$ cat config.mk
export PLATFORM = sky130hd
export DESIGN_NAME = rgb_to_v210_packer_core
export DESIGN_NICKNAME = d
export VERILOG_FILES = /design/src/rgbv210_pkg.sv /design/src/rgb_to_v210_packer_core.sv
export SDC_FILE = /design/constraint.sdc
export NUM_CORES = 2
export LEC_CHECK = 0
export BUFFER_PORTS_ARGS = -buffer_cell sky130_fd_sc_hd__buf_2
export CAP_MARGIN = 20
export CORE_ASPECT_RATIO = 0.75
export CORE_MARGIN = 10
export CORE_UTILIZATION = 50
export CTS_CLUSTER_SIZE = 14
export DETAILED_ROUTE_END_ITERATION = 10
export HOLD_SLACK_MARGIN = 0.08
export PLACE_DENSITY_LB_ADDON = 0.05
export SKIP_CTS_REPAIR_TIMING = 1
export SYNTH_ARGS = -nofsm -noshare
export SYNTH_HDL_FRONTEND = slang
export SYNTH_SLANG_ARGS = --single-unit
$ cat constraint.sdc
create_clock -name clk -period 17.2 [get_ports clk]
set_clock_uncertainty 0.2 [all_clocks]
set_input_delay 3.44 -clock clk [delete_from_list [all_inputs] [get_ports clk]]
set_output_delay 3.44 -clock clk [all_outputs]
set_load 0.005 [all_outputs]
$ cat src/rgbv210_pkg.sv
package rgbv210_pkg;

    // Component and port geometry
    localparam int COMP_W     = 10;
    localparam int WORD_W     = 30;
    localparam int PIX_W      = 16;
    localparam int COEF_W     = 21;
    localparam int CFG_DATA_W = 63;
    localparam int CFG_IDX_W  = 3;

    // Configuration register indexes
    localparam logic [CFG_IDX_W-1:0] REG_LUMA_COEF    = 3'd0;
    localparam logic [CFG_IDX_W-1:0] REG_CHROMA1_COEF = 3'd1;
    localparam logic [CFG_IDX_W-1:0] REG_CHROMA2_COEF = 3'd2;
    localparam logic [CFG_IDX_W-1:0] REG_SIXTEEN_BIT  = 3'd3;

    // Matrix offsets in 2^20 fixed point
    localparam logic [31:0] LUMA_OFFSET   = 32'd64 << 20;
    localparam logic [31:0] CHROMA_OFFSET = 32'd1025 << 19;

    // Components of a black pixel after the matrix
    localparam logic [COMP_W-1:0] BLACK_LUMA   = 10'd64;
    localparam logic [COMP_W-1:0] BLACK_CHROMA = 10'd512;

    // Pixel position inside a six-pixel group
    typedef enum logic [5:0] {
        PH0 = 6'b000001,
        PH1 = 6'b000010,
        PH2 = 6'b000100,
        PH3 = 6'b001000,
        PH4 = 6'b010000,
        PH5 = 6'b100000
    } phase_t;

    typedef struct packed {
        logic [PIX_W-1:0] red;
        logic [PIX_W-1:0] green;
        logic [PIX_W-1:0] blue;
        logic             row_end;
    } in_item_t;

    typedef struct packed {
        logic [WORD_W-1:0] packed_word;
        logic              run_last;
        logic              row_last;
    } out_item_t;

endpackage

$ cat src/rgb_to_v210_packer_core.sv
// Channel  | Direction | Handshake             | Payload
// ---------+-----------+-----------------------+-------------------------------------
// in       | input     | in_valid / in_ready   | in_data  (red, green, blue, row_end)
// out      | output    | out_valid / out_ready | out_data (packed_word, run_last, row_last)
// cfg      | input     | cfg_write_en          | cfg_index, cfg_data
//
// One pixel per cycle is accepted and processed while the output is not stalled and
// no padding runs; pixels pass the pixel register, then the word register. A row end
// at group position p (0..5) adds 5-p black pixels through the same matrix/packing
// stage, one per cycle while the output is not stalled. Reset clears control state,
// coefficients and the mode bit. A stalled output holds the word register; the pixel
// register still takes a new pixel once its current pixel has moved on.
module rgb_to_v210_packer_core (
    input  logic                                clk,
    input  logic                                rst_n,
    input  logic                                in_valid,
    output logic                                in_ready,
    input  rgbv210_pkg::in_item_t               in_data,
    output logic                                out_valid,
    input  logic                                out_ready,
    output rgbv210_pkg::out_item_t              out_data,
    input  logic                                cfg_write_en,
    input  logic [rgbv210_pkg::CFG_IDX_W-1:0]   cfg_index,
    input  logic [rgbv210_pkg::CFG_DATA_W-1:0]  cfg_data
);

    localparam int CW = rgbv210_pkg::COMP_W;

    // One matrix row: signed coefficients times 10-bit components, mod 2^32
    function automatic logic [CW-1:0] matrix_row(
        input logic [rgbv210_pkg::CFG_DATA_W-1:0] coefs,
        input logic [31:0]                        offset,
        input logic [CW-1:0]                      r,
        input logic [CW-1:0]                      g,
        input logic [CW-1:0]                      b
    );
        logic signed [31:0] kr, kg, kb;
        logic signed [31:0] xr, xg, xb;
        logic [31:0]        acc;
        kr  = {{11{coefs[20]}}, coefs[20:0]};
        kg  = {{11{coefs[41]}}, coefs[41:21]};
        kb  = {{11{coefs[62]}}, coefs[62:42]};
        xr  = {22'd0, r};
        xg  = {22'd0, g};
        xb  = {22'd0, b};
        acc = offset + 32'(kr * xr) + 32'(kg * xg) + 32'(kb * xb);
        return acc[29:20];
    endfunction

    // Configuration registers
    logic [rgbv210_pkg::CFG_DATA_W-1:0] luma_coef_reg;
    logic [rgbv210_pkg::CFG_DATA_W-1:0] chroma1_coef_reg;
    logic [rgbv210_pkg::CFG_DATA_W-1:0] chroma2_coef_reg;
    logic                               sixteen_bit_reg;

    // Pipeline state
    rgbv210_pkg::in_item_t  pix_reg;
    logic                   pix_valid_reg, pix_valid_next;
    rgbv210_pkg::phase_t    phase_reg, phase_next;
    logic                   pad_reg, pad_next;
    logic [2*CW-1:0]        pend_reg, pend_next;
    rgbv210_pkg::out_item_t out_reg, out_next;
    logic                   out_valid_reg, out_valid_next;

    logic            out_free, step_pix, step_pad, step, row_ctx;
    logic [CW-1:0]   r10, g10, b10;
    logic [CW-1:0]   comp_y, comp_c1, comp_c2;
    logic            emit;
    logic [rgbv210_pkg::WORD_W-1:0] word;
    logic [2*CW-1:0] pend_new;
    rgbv210_pkg::phase_t phase_inc;

    // Config writes
    always_ff @(posedge clk or negedge rst_n)
    begin
        if (!rst_n)
        begin
            luma_coef_reg    <= '0;
            chroma1_coef_reg <= '0;
            chroma2_coef_reg <= '0;
            sixteen_bit_reg  <= 1'b0;
        end
        else if (cfg_write_en)
        begin
            case (cfg_index)
                rgbv210_pkg::REG_LUMA_COEF:    luma_coef_reg    <= cfg_data;
                rgbv210_pkg::REG_CHROMA1_COEF: chroma1_coef_reg <= cfg_data;
                rgbv210_pkg::REG_CHROMA2_COEF: chroma2_coef_reg <= cfg_data;
                rgbv210_pkg::REG_SIXTEEN_BIT:  sixteen_bit_reg  <= cfg_data[0];
                default: ;
            endcase
        end
    end

    // Handshake: padding pixels go before the waiting real pixel
    assign out_free = !out_valid_reg || out_ready;
    assign step_pad = pad_reg && out_free;
    assign step_pix = pix_valid_reg && !pad_reg && out_free;
    assign step     = step_pad || step_pix;
    assign in_ready = !pix_valid_reg || step_pix;
    assign row_ctx  = pad_reg || pix_reg.row_end;

    // Bring components to 10 bits
    assign r10 = sixteen_bit_reg ? pix_reg.red[15:6]   : {pix_reg.red[7:0], 2'b00};
    assign g10 = sixteen_bit_reg ? pix_reg.green[15:6] : {pix_reg.green[7:0], 2'b00};
    assign b10 = sixteen_bit_reg ? pix_reg.blue[15:6]  : {pix_reg.blue[7:0], 2'b00};

    // Color matrix, or fixed black values while padding
    assign comp_y  = pad_reg ? rgbv210_pkg::BLACK_LUMA
                   : matrix_row(luma_coef_reg, rgbv210_pkg::LUMA_OFFSET, r10, g10, b10);
    assign comp_c1 = pad_reg ? rgbv210_pkg::BLACK_CHROMA
                   : matrix_row(chroma1_coef_reg, rgbv210_pkg::CHROMA_OFFSET, r10, g10, b10);
    assign comp_c2 = pad_reg ? rgbv210_pkg::BLACK_CHROMA
                   : matrix_row(chroma2_coef_reg, rgbv210_pkg::CHROMA_OFFSET, r10, g10, b10);

    // Packing per group position; pending fill is fixed by the position
    always_comb
    begin
        emit      = 1'b0;
        word      = {comp_c2, comp_y, comp_c1};
        pend_new  = '0;
        phase_inc = rgbv210_pkg::PH0;
        case (phase_reg)
            rgbv210_pkg::PH0:
            begin
                emit      = 1'b1;
                phase_inc = rgbv210_pkg::PH1;
            end
            rgbv210_pkg::PH1:
            begin
                pend_new  = {{CW{1'b0}}, comp_y};
                phase_inc = rgbv210_pkg::PH2;
            end
            rgbv210_pkg::PH2:
            begin
                emit      = 1'b1;
                word      = {comp_y, comp_c1, pend_reg[CW-1:0]};
                pend_new  = {{CW{1'b0}}, comp_c2};
                phase_inc = rgbv210_pkg::PH3;
            end
            rgbv210_pkg::PH3:
            begin
                pend_new  = {comp_y, pend_reg[CW-1:0]};
                phase_inc = rgbv210_pkg::PH4;
            end
            rgbv210_pkg::PH4:
            begin
                emit      = 1'b1;
                word      = {comp_c1, pend_reg};
                pend_new  = {comp_c2, comp_y};
                phase_inc = rgbv210_pkg::PH5;
            end
            rgbv210_pkg::PH5:
            begin
                emit      = 1'b1;
                word      = {comp_y, pend_reg};
                phase_inc = rgbv210_pkg::PH0;
            end
            default: ;
        endcase
    end

    // Next-state logic
    always_comb
    begin
        pix_valid_next = pix_valid_reg;
        phase_next     = phase_reg;
        pad_next       = pad_reg;
        pend_next      = pend_reg;
        out_next       = out_reg;
        out_valid_next = out_valid_reg && !out_ready;

        if (step_pix)
            pix_valid_next = 1'b0;
        if (in_valid && in_ready)
            pix_valid_next = 1'b1;

        if (step)
        begin
            phase_next = phase_inc;
            pend_next  = pend_new;
            pad_next   = row_ctx && (phase_reg != rgbv210_pkg::PH5);
            if (emit)
            begin
                out_valid_next       = 1'b1;
                out_next.packed_word = word;
                out_next.run_last    = !row_ctx || (phase_reg == rgbv210_pkg::PH5);
                out_next.row_last    = row_ctx && (phase_reg == rgbv210_pkg::PH5);
            end
        end
    end

    // Control registers
    always_ff @(posedge clk or negedge rst_n)
    begin
        if (!rst_n)
        begin
            pix_valid_reg <= 1'b0;
            phase_reg     <= rgbv210_pkg::PH0;
            pad_reg       <= 1'b0;
            pend_reg      <= '0;
            out_valid_reg <= 1'b0;
        end
        else
        begin
            pix_valid_reg <= pix_valid_next;
            phase_reg     <= phase_next;
            pad_reg       <= pad_next;
            pend_reg      <= pend_next;
            out_valid_reg <= out_valid_next;
        end
    end

    // Payload registers
    always_ff @(posedge clk)
    begin
        if (in_valid && in_ready)
            pix_reg <= in_data;
        out_reg <= out_next;
    end

    assign out_valid = out_valid_reg;
    assign out_data  = out_reg;

    // Padding only runs in the middle of a group
    a_pad_mid_group: assert property (@(posedge clk) disable iff (!rst_n)
        pad_reg |-> phase_reg != rgbv210_pkg::PH0)
        else $error("padding active at group start");

    // End of row always closes the group
    a_row_last_wraps: assert property (@(posedge clk) disable iff (!rst_n)
        (step && emit && row_ctx && phase_reg == rgbv210_pkg::PH5)
        |=> (phase_reg == rgbv210_pkg::PH0) && !pad_reg)
        else $error("row end did not return to group start");

    // Padding starts only from a pixel marked as row end
    a_pad_from_row_end: assert property (@(posedge clk) disable iff (!rst_n)
        $rose(pad_reg) |-> $past(step_pix && pix_reg.row_end))
        else $error("padding started without row end");

    // A row-final word is also the last word of its transaction
    a_row_last_run_last: assert property (@(posedge clk) disable iff (!rst_n)
        (out_valid_reg && out_reg.row_last) |-> out_reg.run_last)
        else $error("row_last without run_last");

endmodule
==> impl_metrics.env <==
export IMPL_setup_viol_count_final=0
export IMPL_crit_top_cell="fa_1"
export IMPL_synth_distinct_cells=72
export IMPL_outcome="complete, no violations"
export IMPL_grt_setup_unrepaired="false"
export IMPL_clk_path_buf_depth=3
export IMPL_crit_arrival_ns=11.11
export IMPL_relSlewSlack_pct=23.3
export IMPL_grt_usage_pct=28.3
export IMPL_yosysWarnings=0
export IMPL_ios=154
export IMPL_antenna_left=0
export IMPL_slowest_delay_ns=0.99
export IMPL_fin_crit_sh_pct=63.4
export IMPL_syn_to_final_growth_pct=4.57
export IMPL_max_slew_worst_pin_slew_ns=1.12
export IMPL_routed_via_count=51740
export IMPL_worstSetupPathType="flop to flop"
export IMPL_core_area_sq_um=155000
export IMPL_wl_mm=234
export IMPL_setup_worst_path_end_class="flop"
export IMPL_clk_insertion_delay_late_ns=0.66
export IMPL_max_cap_violations=0
export IMPL_root_buffer="clkbuf_16"
export IMPL_rows=125
export IMPL_synth_edf_count=81
export IMPL_grt_pass1_wl_mm=367
export IMPL_drt_iter0_markers=3959
export IMPL_dpl_hpwl_mm=188
export IMPL_ys_async_sr_fraction_pct=73.0
export IMPL_die_h_microns=361
export IMPL_die_area_sq_um=172000
export IMPL_avgViaCountPerCell=5.32
export IMPL_final_hold_violation_count=0
export IMPL_cts_tree="yes"
export IMPL_final_common_cell="inv_1"
export IMPL_layout_common_cells="2,030 x inv_1, 1,864 x fa_1, 777 x nand2_1, 659 x and2_1, 528 x ha_1"
export IMPL_port_buffers=153
export IMPL_yosysSeqAreaShare_pct=10.2
export IMPL_nets=10164
export IMPL_grt_pass1_vias=57192
export IMPL_slew_viol_final=0
export IMPL_drive_above_1_share_pct=6.73
export IMPL_grt_antenna_before_repair=5
export IMPL_routabilityCongestion=0.903
export IMPL_drc=0
export IMPL_crit_fanout=54
export IMPL_start_util_pct=50.2
export IMPL_wire_per_inst_microns=24.0
export IMPL_grt_start_max_net_pins=157
export IMPL_path_clk_slew_ns=0.06
export IMPL_min_path_type="flop to flop"
export IMPL_avgSynthCellArea_sq_um=9.89
export IMPL_die_x_microns=475
export IMPL_htreeDepth=2
export IMPL_synth_seq_cells=300
export IMPL_fin_tns_setup_ns=0
export IMPL_fmax_mhz=91.7
export IMPL_synth_nets=10359
export IMPL_worst_path_max_delay_cell="a2111oi_1"
export IMPL_first_pass_iters=6
export IMPL_syn_area_sq_um=77600
export IMPL_synth_ff_type="dfrtp_1"
export IMPL_overflow=0
export IMPL_cts_made_buffers=42
export IMPL_cts_sinks=300
export IMPL_crit_required_ns=17.41
export IMPL_fin_crit_ns=10.91
export IMPL_netlist_instances=7847
export IMPL_critPathLaunchType="flop"
layer usage:
metal  GRT usage, %  part of all wire, %
met1           43.6                   48
met2           40.8                   42
met3           4.71                  7.2
met4           8.02                  3.5
met5              0                    0
cells in the mapped netlist (7+ instances only):
master / count / area, sq um
xnor2_1: 116 / 1020
nor2_1: 63 / 236
clkbuf_1: 419 / 1570
o21ai_1: 7 / 35.0
nor2b_1: 179 / 1120
a22oi_1: 14 / 105
buf_1: 29 / 109
nand4_1: 7 / 43.8
xor2_1: 33 / 289
and3_1: 333 / 2080
a221o_1: 10 / 100
and2_1: 660 / 4130
a21o_1: 13 / 97.6
o21ai_0: 41 / 205
nor3_1: 12 / 60.1
ha_1: 528 / 6610
nand3_1: 8 / 40.0
dfrtp_1: 218 / 5460
inv_1: 2030 / 7620
xnor3_1: 8 / 180
nand2_1: 777 / 2920
edfxtp_1: 81 / 2430
a21oi_1: 49 / 245
fa_1: 1864 / 37300
mux2_2: 204 / 2300
nand2b_1: 24 / 150
o21a_1: 8 / 60.1
stage by stage:
stage	cell area (sq um)	std cells	utilization, %	hold slack, ns	setup slack (ns)
2_1_floorplan	77600	7847	-	0.250	8.68
3_5_place_dp	79800	9640	51.6	0.273	6.42
5_1_grt	81200	9715	52.5	0.308	5.87
6_report	81200	9719	52.5	0.282	6.29
4_1_cts	81200	9715	52.5	0.288	6.47
3_3_place_gp	79800	9639	51.6	0.267	6.28
worst paths after layout:
| kind | startpoint | endpoint | slack (ns) | cells past startpoint |
|---|---|---|---|---|
| max in group asynchronous | rst_n | chroma2_coef_reg[9] | 12.21 | 3 |
| hold reg to reg | pend_reg[4] | pend_reg[4] | 0.28 | 2 |
| hold / removal | pend_reg[4] | pend_reg[4] | 0.28 | 2 |
| setup reg to reg | sixteen_bit_reg | out_data[18] | 6.29 | 27 |
| min in group asynchronous | rst_n | chroma2_coef_reg[1] | 2.53 | 1 |
| setup / recovery | sixteen_bit_reg | out_data[18] | 6.29 | 27 |
worst max-delay path: cells and delay by family (launching register included):
family / cells / cell delay (ns)
compound gates: 9 / 2.82
xor+xnor: 1 / 0.29
fa+ha+maj: 9 / 4.18
buf+inv: 6 / 1.44
flops: 1 / 0.71
mux: 1 / 0.68
simple gates: 1 / 0.24
kinds of logic after synthesis:
kind of cell               Yosys count  share of synthesized area [%]
and+or+nand+nor                   2089                           14.2
buffers and inverters             2488                           12.1
adders and majority gates         2392                           56.6
DFF                                300                           10.2
xor gates and xnor gates           162                           2.03
muxes                              217                           3.19
AOI/OAI and AO/OA                  199                           1.73
layout make-up:
cell class / instances / area, sq um
flip-flops and latches: 300 / 7920
clock inverters: 24 / 280
fillers: 14361 / 73400
repair buffers: 219 / 1280
well taps: 2032 / 2540
diodes: 4 / 10.0
inverters: 2030 / 7620
multi-input cells: 5059 / 60400
clock buffers: 51 / 1100
Power is not shown: default switching activity piles up to over one toggle a cycle in this logic, so the estimate is an artifact.
